### src/hdl/ljbc_pkg.sv
// Shared constants, codes and index helpers for the jitter buffer link controller.
`timescale 1ns / 1ps

package ljbc_pkg;

   localparam int SLOTS = 16;
   localparam int IDX_W = $clog2(SLOTS);
   localparam int CNT_W = $clog2(SLOTS + 1);

   localparam int ACT_W = 2;
   localparam int LEN_W = 11;
   localparam int STATUS_W = 8;
   localparam int MAC_W = 48;
   localparam int EVENT_W = 4;
   localparam int SLOT_W = 6;
   localparam int DROP_W = 32;
   localparam int FILL_W = 7;
   localparam int PREBUF_W = 7;
   localparam int TIMEOUT_W = 20;
   localparam int IDLE_W = 21;

   localparam int CSR_IDX_W = 3;
   localparam int CSR_DATA_W = 20;

   localparam logic [ACT_W-1:0] ACT_FRAME = 2'd0;
   localparam logic [ACT_W-1:0] ACT_PULL  = 2'd1;
   localparam logic [ACT_W-1:0] ACT_TICK  = 2'd2;

   localparam logic [CSR_IDX_W-1:0] CSR_AUDIO_LEN  = 3'd0;
   localparam logic [CSR_IDX_W-1:0] CSR_ACK_LEN    = 3'd1;
   localparam logic [CSR_IDX_W-1:0] CSR_LEGACY_LEN = 3'd2;
   localparam logic [CSR_IDX_W-1:0] CSR_SUCCESS    = 3'd3;
   localparam logic [CSR_IDX_W-1:0] CSR_PREBUF     = 3'd4;
   localparam logic [CSR_IDX_W-1:0] CSR_TIMEOUT    = 3'd5;

   localparam logic [EVENT_W-1:0] EV_IGNORED   = 4'd0;
   localparam logic [EVENT_W-1:0] EV_NACK      = 4'd1;
   localparam logic [EVENT_W-1:0] EV_PAIRED    = 4'd2;
   localparam logic [EVENT_W-1:0] EV_SOFT_JOIN = 4'd3;
   localparam logic [EVENT_W-1:0] EV_STORED    = 4'd4;
   localparam logic [EVENT_W-1:0] EV_STORED_DROP = 4'd5;
   localparam logic [EVENT_W-1:0] EV_PLAY      = 4'd6;
   localparam logic [EVENT_W-1:0] EV_SILENCE   = 4'd7;
   localparam logic [EVENT_W-1:0] EV_WAIT      = 4'd8;
   localparam logic [EVENT_W-1:0] EV_TIMEOUT   = 4'd9;
   localparam logic [EVENT_W-1:0] EV_TICK      = 4'd10;

   localparam logic [LEN_W-1:0] AUDIO_LEN_RST = 11'd1440;
   localparam logic [LEN_W-1:0] ACK_LEN_RST = 11'd1;
   localparam logic [LEN_W-1:0] LEGACY_LEN_RST = 11'd4;
   localparam logic [STATUS_W-1:0] SUCCESS_RST = 8'd0;
   localparam logic [PREBUF_W-1:0] PREBUF_RST = 7'd3;
   localparam logic [TIMEOUT_W-1:0] TIMEOUT_RST = 20'd2000;

   function automatic logic [IDX_W-1:0] wrap_inc(input logic [IDX_W-1:0] p);
      return (p == IDX_W'(SLOTS - 1)) ? '0 : p + 1'b1;
   endfunction

   function automatic logic [IDX_W-1:0] wrap_add(input logic [IDX_W-1:0] p,
                                                 input logic [CNT_W-1:0] c);
      logic [CNT_W:0] sum;
      sum = (CNT_W + 1)'(p) + (CNT_W + 1)'(c);
      if (sum >= (CNT_W + 1)'(SLOTS)) begin
         sum = sum - (CNT_W + 1)'(SLOTS);
      end
      return sum[IDX_W-1:0];
   endfunction

endpackage

### src/hdl/link_pairing_jitter_buffer_control_unit.sv
// Top level of the pairing and jitter buffer link controller.
`timescale 1ns / 1ps

// Link controller with a pairing mode and a playback mode.
// Items enter on req_*: an item is taken at a rising edge with start high and
// busy low. Each item gives exactly one result on rsp_*, shown for one cycle
// with rsp_valid high; the receiver cannot stall, so the result must be
// taken in that cycle. rsp_valid comes in the first cycle busy is low again.
// Items decided from the state alone end in the execute state; an audio
// store or a played slot also passes the slot state (a registered read of
// a slot list memory, then the write back); a pairing, a soft join or a
// timeout walks the n filled slots back to the free list one read and one
// write at a time.
// Free and filled slot lists live in two dual port synchronous memories
// read at their heads. After reset the free list is loaded with slots
// 0..SLOTS-1, one entry a cycle, while busy stays high.
// csr_* writes are taken at any edge with csr_we high; indexes beyond the
// register list are ignored. Write them only while the block is idle.
module link_pairing_jitter_buffer_control_unit (
   input  logic                             clock,
   input  logic                             reset,
   input  logic                             start,
   output logic                             busy,
   input  logic [ljbc_pkg::ACT_W-1:0]       req_action,
   input  logic [ljbc_pkg::LEN_W-1:0]       req_frame_length,
   input  logic [ljbc_pkg::STATUS_W-1:0]    req_status_byte,
   input  logic [ljbc_pkg::MAC_W-1:0]       req_source_mac,
   input  logic                             csr_we,
   input  logic [ljbc_pkg::CSR_IDX_W-1:0]   csr_index,
   input  logic [ljbc_pkg::CSR_DATA_W-1:0]  csr_wdata,
   output logic                             rsp_valid,
   output logic [ljbc_pkg::EVENT_W-1:0]     rsp_event_res,
   output logic [ljbc_pkg::SLOT_W-1:0]      rsp_slot_index,
   output logic                             rsp_mode_now,
   output logic [ljbc_pkg::DROP_W-1:0]      rsp_drop_count,
   output logic [ljbc_pkg::FILL_W-1:0]      rsp_fill_level
);
   import ljbc_pkg::*;

   typedef enum logic [2:0] {
      ST_INIT, ST_IDLE, ST_EXEC, ST_SLOT, ST_FL_RD, ST_FL_WR
   } state_type;

   typedef enum logic [1:0] {
      K_STORE_FREE, K_STORE_OLD, K_PULL
   } kind_type;

   state_type state_ff;
   kind_type kind_ff;

   logic [LEN_W-1:0] audio_len_ff, ack_len_ff, legacy_len_ff;
   logic [STATUS_W-1:0] success_ff;
   logic [PREBUF_W-1:0] prebuf_ff;
   logic [TIMEOUT_W-1:0] timeout_ff;

   logic [ACT_W-1:0] act_ff;
   logic [LEN_W-1:0] len_ff;
   logic [STATUS_W-1:0] status_ff;
   logic [MAC_W-1:0] mac_ff;

   logic mode_ff, peer_known_ff, primed_ff;
   logic [MAC_W-1:0] peer_ff;
   logic [DROP_W-1:0] drops_ff;
   logic [IDLE_W-1:0] idle_ff;
   logic [IDX_W-1:0] init_ff;

   logic [IDX_W-1:0] free_head_ff, filled_head_ff;
   logic [CNT_W-1:0] free_cnt_ff, filled_cnt_ff;

   logic rsp_valid_ff;
   logic [EVENT_W-1:0] rsp_event_ff;
   logic [SLOT_W-1:0] rsp_slot_ff;

   logic [IDX_W-1:0] free_mem [SLOTS];
   logic [IDX_W-1:0] filled_mem [SLOTS];
   logic [IDX_W-1:0] free_rd_ff, filled_rd_ff;
   logic free_we, filled_we;
   logic [IDX_W-1:0] free_waddr, free_wdata, filled_waddr, filled_wdata;

   logic is_ack, is_audio, foreign;
   logic [IDLE_W-1:0] idle_inc;

   // configuration registers
   always_ff @(posedge clock) begin
      if (reset) begin
         audio_len_ff  <= AUDIO_LEN_RST;
         ack_len_ff    <= ACK_LEN_RST;
         legacy_len_ff <= LEGACY_LEN_RST;
         success_ff    <= SUCCESS_RST;
         prebuf_ff     <= PREBUF_RST;
         timeout_ff    <= TIMEOUT_RST;
      end else if (csr_we) begin
         unique case (csr_index)
            CSR_AUDIO_LEN:  audio_len_ff  <= csr_wdata[LEN_W-1:0];
            CSR_ACK_LEN:    ack_len_ff    <= csr_wdata[LEN_W-1:0];
            CSR_LEGACY_LEN: legacy_len_ff <= csr_wdata[LEN_W-1:0];
            CSR_SUCCESS:    success_ff    <= csr_wdata[STATUS_W-1:0];
            CSR_PREBUF:     prebuf_ff     <= csr_wdata[PREBUF_W-1:0];
            CSR_TIMEOUT:    timeout_ff    <= csr_wdata[TIMEOUT_W-1:0];
            default: ;
         endcase
      end
   end

   // slot list memories, read at the list heads every cycle
   always_ff @(posedge clock) begin
      if (free_we) begin
         free_mem[free_waddr] <= free_wdata;
      end
      free_rd_ff <= free_mem[free_head_ff];
   end

   always_ff @(posedge clock) begin
      if (filled_we) begin
         filled_mem[filled_waddr] <= filled_wdata;
      end
      filled_rd_ff <= filled_mem[filled_head_ff];
   end

   always_comb begin
      free_we = (state_ff == ST_INIT) || (state_ff == ST_FL_WR) ||
                (state_ff == ST_SLOT && kind_ff == K_PULL);
      free_waddr = (state_ff == ST_INIT) ? init_ff : wrap_add(free_head_ff, free_cnt_ff);
      free_wdata = (state_ff == ST_INIT) ? init_ff : filled_rd_ff;
      filled_we = (state_ff == ST_SLOT) && (kind_ff == K_STORE_FREE);
      filled_waddr = wrap_add(filled_head_ff, filled_cnt_ff);
      filled_wdata = free_rd_ff;
   end

   // frame classification on the captured item
   always_comb begin
      is_ack = !mode_ff && (len_ff >= ack_len_ff) &&
               ((len_ff == ack_len_ff) || (len_ff == legacy_len_ff));
      is_audio = !is_ack && (len_ff == audio_len_ff);
      foreign = peer_known_ff && (mac_ff != peer_ff);
      idle_inc = (idle_ff == '1) ? idle_ff : idle_ff + 1'b1;
   end

   always_ff @(posedge clock) begin
      if (reset) begin
         state_ff       <= ST_INIT;
         init_ff        <= '0;
         mode_ff        <= 1'b0;
         peer_known_ff  <= 1'b0;
         peer_ff        <= '0;
         primed_ff      <= 1'b0;
         drops_ff       <= '0;
         idle_ff        <= '0;
         free_head_ff   <= '0;
         free_cnt_ff    <= CNT_W'(SLOTS);
         filled_head_ff <= '0;
         filled_cnt_ff  <= '0;
         rsp_valid_ff   <= 1'b0;
      end else begin
         rsp_valid_ff <= 1'b0;
         unique case (state_ff)
            ST_INIT: begin
               init_ff <= init_ff + 1'b1;
               if (init_ff == IDX_W'(SLOTS - 1)) begin
                  state_ff <= ST_IDLE;
               end
            end
            ST_IDLE: begin
               if (start) begin
                  act_ff    <= req_action;
                  len_ff    <= req_frame_length;
                  status_ff <= req_status_byte;
                  mac_ff    <= req_source_mac;
                  state_ff  <= ST_EXEC;
               end
            end
            ST_EXEC: begin
               rsp_slot_ff <= '0;
               priority if (act_ff == ACT_FRAME && is_ack && status_ff == success_ff) begin
                  peer_ff       <= mac_ff;
                  peer_known_ff <= 1'b1;
                  mode_ff       <= 1'b1;
                  drops_ff      <= '0;
                  primed_ff     <= 1'b0;
                  idle_ff       <= '0;
                  rsp_event_ff  <= EV_PAIRED;
                  rsp_valid_ff  <= (filled_cnt_ff == '0);
                  state_ff      <= (filled_cnt_ff == '0) ? ST_IDLE : ST_FL_RD;
               end else if (act_ff == ACT_FRAME && is_ack) begin
                  rsp_event_ff <= EV_NACK;
                  rsp_valid_ff <= 1'b1;
                  state_ff     <= ST_IDLE;
               end else if (act_ff == ACT_FRAME && is_audio && mode_ff) begin
                  idle_ff  <= '0;
                  kind_ff  <= (free_cnt_ff != '0) ? K_STORE_FREE : K_STORE_OLD;
                  state_ff <= ST_SLOT;
               end else if (act_ff == ACT_FRAME && is_audio && !foreign) begin
                  peer_ff       <= mac_ff;
                  peer_known_ff <= 1'b1;
                  mode_ff       <= 1'b1;
                  drops_ff      <= '0;
                  primed_ff     <= 1'b0;
                  idle_ff       <= '0;
                  rsp_event_ff  <= EV_SOFT_JOIN;
                  rsp_valid_ff  <= (filled_cnt_ff == '0);
                  state_ff      <= (filled_cnt_ff == '0) ? ST_IDLE : ST_FL_RD;
               end else if (act_ff == ACT_PULL && mode_ff && !primed_ff &&
                            (PREBUF_W'(filled_cnt_ff) < prebuf_ff)) begin
                  rsp_event_ff <= EV_WAIT;
                  rsp_valid_ff <= 1'b1;
                  state_ff     <= ST_IDLE;
               end else if (act_ff == ACT_PULL && mode_ff && filled_cnt_ff != '0) begin
                  primed_ff <= 1'b1;
                  kind_ff   <= K_PULL;
                  state_ff  <= ST_SLOT;
               end else if (act_ff == ACT_PULL && mode_ff) begin
                  primed_ff    <= 1'b1;
                  rsp_event_ff <= EV_SILENCE;
                  rsp_valid_ff <= 1'b1;
                  state_ff     <= ST_IDLE;
               end else if (act_ff == ACT_TICK && mode_ff &&
                            idle_inc > IDLE_W'(timeout_ff)) begin
                  idle_ff      <= idle_inc;
                  mode_ff      <= 1'b0;
                  primed_ff    <= 1'b0;
                  rsp_event_ff <= EV_TIMEOUT;
                  rsp_valid_ff <= (filled_cnt_ff == '0);
                  state_ff     <= (filled_cnt_ff == '0) ? ST_IDLE : ST_FL_RD;
               end else if (act_ff == ACT_TICK) begin
                  if (mode_ff) begin
                     idle_ff <= idle_inc;
                  end
                  rsp_event_ff <= EV_TICK;
                  rsp_valid_ff <= 1'b1;
                  state_ff     <= ST_IDLE;
               end else begin
                  rsp_event_ff <= EV_IGNORED;
                  rsp_valid_ff <= 1'b1;
                  state_ff     <= ST_IDLE;
               end
            end
            ST_SLOT: begin
               unique case (kind_ff)
                  K_STORE_FREE: begin
                     free_head_ff  <= wrap_inc(free_head_ff);
                     free_cnt_ff   <= free_cnt_ff - 1'b1;
                     filled_cnt_ff <= filled_cnt_ff + 1'b1;
                     rsp_slot_ff   <= SLOT_W'(free_rd_ff);
                     rsp_event_ff  <= EV_STORED;
                  end
                  K_STORE_OLD: begin
                     // oldest slot goes straight back to the tail: same entry
                     filled_head_ff <= wrap_inc(filled_head_ff);
                     if (primed_ff && drops_ff != '1) begin
                        drops_ff <= drops_ff + 1'b1;
                     end
                     rsp_slot_ff  <= SLOT_W'(filled_rd_ff);
                     rsp_event_ff <= EV_STORED_DROP;
                  end
                  K_PULL: begin
                     filled_head_ff <= wrap_inc(filled_head_ff);
                     filled_cnt_ff  <= filled_cnt_ff - 1'b1;
                     free_cnt_ff    <= free_cnt_ff + 1'b1;
                     rsp_slot_ff    <= SLOT_W'(filled_rd_ff);
                     rsp_event_ff   <= EV_PLAY;
                  end
                  default: ;
               endcase
               rsp_valid_ff <= 1'b1;
               state_ff     <= ST_IDLE;
            end
            ST_FL_RD: begin
               state_ff <= ST_FL_WR;
            end
            ST_FL_WR: begin
               filled_head_ff <= wrap_inc(filled_head_ff);
               filled_cnt_ff  <= filled_cnt_ff - 1'b1;
               free_cnt_ff    <= free_cnt_ff + 1'b1;
               if (filled_cnt_ff == CNT_W'(1)) begin
                  rsp_valid_ff <= 1'b1;
                  state_ff     <= ST_IDLE;
               end else begin
                  state_ff <= ST_FL_RD;
               end
            end
            default: state_ff <= ST_IDLE;
         endcase
      end
   end

   assign busy           = (state_ff != ST_IDLE);
   assign rsp_valid      = rsp_valid_ff;
   assign rsp_event_res  = rsp_event_ff;
   assign rsp_slot_index = rsp_slot_ff;
   assign rsp_mode_now   = mode_ff;
   assign rsp_drop_count = drops_ff;
   assign rsp_fill_level = FILL_W'(filled_cnt_ff);

endmodule

### config.mk
export PLATFORM = sky130hd
export DESIGN_NAME = link_pairing_jitter_buffer_control_unit
export DESIGN_NICKNAME = d
export VERILOG_FILES = /design/src/hdl/ljbc_pkg.sv /design/src/hdl/link_pairing_jitter_buffer_control_unit.sv
export SDC_FILE = /design/constraint.sdc
export NUM_CORES = 1
export LEC_CHECK = 0
export BUFFER_PORTS_ARGS = -buffer_cell sky130_fd_sc_hd__buf_4
export CORE_MARGIN = 4
export CORE_UTILIZATION = 50
export CTS_CLUSTER_DIAMETER = 150
export CTS_CLUSTER_SIZE = 28
export DETAILED_ROUTE_END_ITERATION = 10
export GPL_TIMING_DRIVEN = 0
export PLACE_DENSITY = 0.68
export SYNTH_ARGS = -nofsm -noshare
export SYNTH_HDL_FRONTEND = slang
export SYNTH_SLANG_ARGS = --single-unit
### constraint.sdc
create_clock -name clock -period 14.5 [get_ports clock]
set_clock_uncertainty 0.05 [all_clocks]
set_input_delay 2.9 -clock clock [delete_from_list [all_inputs] [get_ports clock]]
set_output_delay 2.9 -clock clock [all_outputs]
set_load 0.01 [all_outputs]
==> metrics.yaml <==
status: "finished, final reports clean"
num_io_pins: 148
muxShareOfSynthArea_pct: 8.054
clk_pin_slew_ns: 0.12
rsz0062_at_grt: "false"
viasPerCell: 5.495
drtIter0Drc: 856
hpwl_microns: 31650
async_flop_share_pct: 0
clk_latency_ns: 0.54
io_buffers: 143
post-route-min-period_ns: 5.347
syn_inst: 1656
synth_cell_types: 71
powerDensity_nw_per_um2: 93.05
grtUsageTotal_pct: 20.70
antenna_found_initial: 1
worstPathMaxFanout: 10
fin_tns_setup_ns: 0
tightest_slew_ns: 0.9855
cts_inserted_buffers: 18
finalMaxSlewViolations: 0
ys_warn_count: 0
vdd_drop_max_mv: 0.07493
worstPathArrival_ns: 5.74
final_cell_mix: "223 x nand2_1, 207 x edfxtp_1, 206 x dfxtp_1"
synth_top_family_by_area: "simple AND/OR/NAND/NOR gates"
cts_max_level: 1
grt_pass1_wl_microns: 68180
final_common_cell: "nand2_1"
cts.path.max_buffers: 3
setup_violations: 0
synthAdderAreaFrac_pct: 3.926
overflow: 0
die_y_microns: 200.6
cts_resized: 0
core_sq_um: 36610
timing.final.crit_share_pct: 36.88
route.detailed.wl_per_inst_microns: 18.42
synth-compound-area-share_pct: 6.044
rows: 70
timing.slew.headroom_pct: 33.47
cts_tree: "yes"
yosysSeqAreaShare_pct: 55.74
power.leakage_nw: 7.833
cts-hold-fix-buffers: 0
start_kind: "flop"
min_path_type: "reg -> reg"
firstDrtPassIters: 5
gp_congestion: 0.8519
vias: 12680
cp-end-kind: "flop"
place_inst: 2275
drive_gt1_share_pct: 14.19
final_cells: 2307
die-area_sq_um: 40240
synth_ff_type: "edfxtp_1"
synthXorXnorAreaFrac_pct: 6.894
critPathRequiredTime_ns: 14.89
post_cts_buffers: 0
fin_nets: 1980
drc: 0
initial_core_util_pct: 50.67
grt_max_degree: 30
worst-setup-path-type: "reg -> reg"
synth-edff-count: 207
syn_area_per_cell_sq_um: 11.20
clock_sink_count: 413
cts-root-buf: "clkbuf_16"
maxCapViolCount: 0
ys_seq_elements: 413
num_antenna_cells: 0
dieWidth_microns: 200.6
routed_wirelength_microns: 42500
clock.fmax_mhz: 187.0
antenna_left: 0
grt_pass1_vias: 12580
synth-simple-area-share_pct: 16.39
synthesis.area_sq_um: 18550
hold_viol_final: 0
area_delta_synth_final_pct: 12.21
cells in the mapped netlist (3+ instances only):
master | number | area [sq um]
buf_4 | 6 | 45.04
o21ai_0 | 20 | 100.1
or4_1 | 3 | 22.52
nor4_2 | 5 | 62.56
edfxtp_1 | 207 | 6216
o21bai_1 | 4 | 30.03
nor3_1 | 16 | 80.08
mux4_2 | 40 | 900.9
buf_2 | 11 | 55.05
a32o_1 | 4 | 40.04
nand3_1 | 41 | 205.2
o31ai_1 | 3 | 22.52
nand4_1 | 28 | 175.2
o32ai_1 | 4 | 35.03
dfxtp_1 | 206 | 4124
nor4b_2 | 3 | 45.04
ha_1 | 55 | 688.2
a211oi_1 | 4 | 30.03
nor3_2 | 15 | 150.1
nand2b_1 | 11 | 68.82
buf_1 | 6 | 22.52
nor2_1 | 171 | 641.9
a21oi_1 | 109 | 545.5
and3_1 | 13 | 81.33
inv_1 | 56 | 210.2
o21a_1 | 4 | 30.03
mux2i_1 | 57 | 570.6
or2_2 | 3 | 18.77
clkbuf_1 | 53 | 198.9
xnor2_1 | 71 | 621.9
nor2b_1 | 15 | 93.84
nand2_1 | 223 | 837.1
xor2_1 | 75 | 656.9
nand3b_1 | 17 | 127.6
or3_1 | 14 | 87.58
o211ai_1 | 3 | 22.52
and2_1 | 8 | 50.05
nor4_1 | 17 | 106.4
a21o_1 | 9 | 67.56
and4_1 | 6 | 52.55
per-stage QoR:
stage / hold slack, ns / power (mW) / setup WS [ns] / cell area [sq um] / utilization, %
4_1_cts: 0.4125 / 1.953 / 9.328 / 20810 / 56.85
2_1_floorplan: 0.3863 / 1.310 / 5.704 / 18560 / -
3_5_place_dp: 0.3967 / 1.358 / 9.413 / 20280 / 55.41
3_3_place_gp: 0.3929 / 1.355 / 3.086 / 20220 / 55.23
6_report: 0.4119 / 1.937 / 9.153 / 20810 / 56.85
5_1_grt: 0.4371 / 2.006 / 8.951 / 20810 / 56.85
flip-flops by register name, summed over array words and instances (netlist names), 3 cells and up:
signal / count
filled_cnt_ff: 5
idle_ff: 21
len_ff: 11
ack_len_ff: 11
state_ff: 3
filled_mem: 64
free_mem: 64
timeout_ff: 20
status_ff: 8
free_head_ff: 4
rsp_drop_count: 32
prebuf_ff: 7
filled_rd_ff: 4
mac_ff: 48
rsp_event_res: 4
free_cnt_ff: 5
filled_wdata: 4
audio_len_ff: 11
filled_head_ff: 4
success_ff: 8
init_ff: 4
peer_ff: 48
legacy_len_ff: 11
rsp_slot_index: 4
cell families after synthesis:
kind of cell | count (synthesis)
compound gates | 187
fa+ha+maj | 57
buf+inv | 133
mux | 99
simple gates | 620
flops | 413
other cells | 1
xor+xnor | 146
final timing paths:
| check | from | to | slack [ns] | cells past startpoint |
|---|---|---|---|---|
| max reg2reg | idle_ff[10] | rsp_valid | 9.15 | 17 |
| min | ack_len_ff[4] | ack_len_ff[4] | 0.41 | 2 |
| min reg2reg | ack_len_ff[4] | ack_len_ff[4] | 0.41 | 2 |
| max | idle_ff[10] | rsp_valid | 9.15 | 17 |
power breakdown:
part	total (mW)	switching, mW	internal [mW]
logic	0.0770	0.0445	0.0325
clock network	0.606	0.356	0.251
registers	1.25	0.0127	1.24
area by class of cell:
| class | count | area [sq um] |
|---|---|---|
| fillers | 3105 | 15800 |
| flip-flops and latches | 413 | 10340 |
| multi-input cells | 1113 | 7682 |
| repair buffers | 148 | 1134 |
| well taps | 468 | 585.6 |
| clock buffers | 31 | 520.5 |
| plain buffers | 77 | 332.8 |
| inverters | 56 | 210.2 |
| clock inverters | 1 | 8.758 |
critical path: stages (launching register included):
cell      delay (ns)
dfxtp_1         0.44
and4_1          0.25
and3_1          0.16
clkbuf_1        0.20
nand4_1         0.38
and4_1          0.43
and3_1          0.26
nand3_1         0.12
xnor2_1         0.17
ha_1            0.27
and3_1          0.16
a221o_1         0.36
a221oi_1        0.30
a31oi_1         0.19
o311ai_0        0.84
and3_1          0.33
a221oi_1        0.09
nor2_1          0.24
per-layer routing:
| metal | wire (microns) | vias to the layer above | global-route usage (%) |
|---|---|---|---|
| met5 | 0 | - | 0 |
| met4 | 871 | 0 | 4.548 |
| met3 | 2146 | 61 | 2.472 |
| met2 | 20680 | 335 | 35.24 |
| met1 | 18800 | 6117 | 28.80 |
| li1 | - | 6164 | - |
Power figures use the tool's default switching activity.
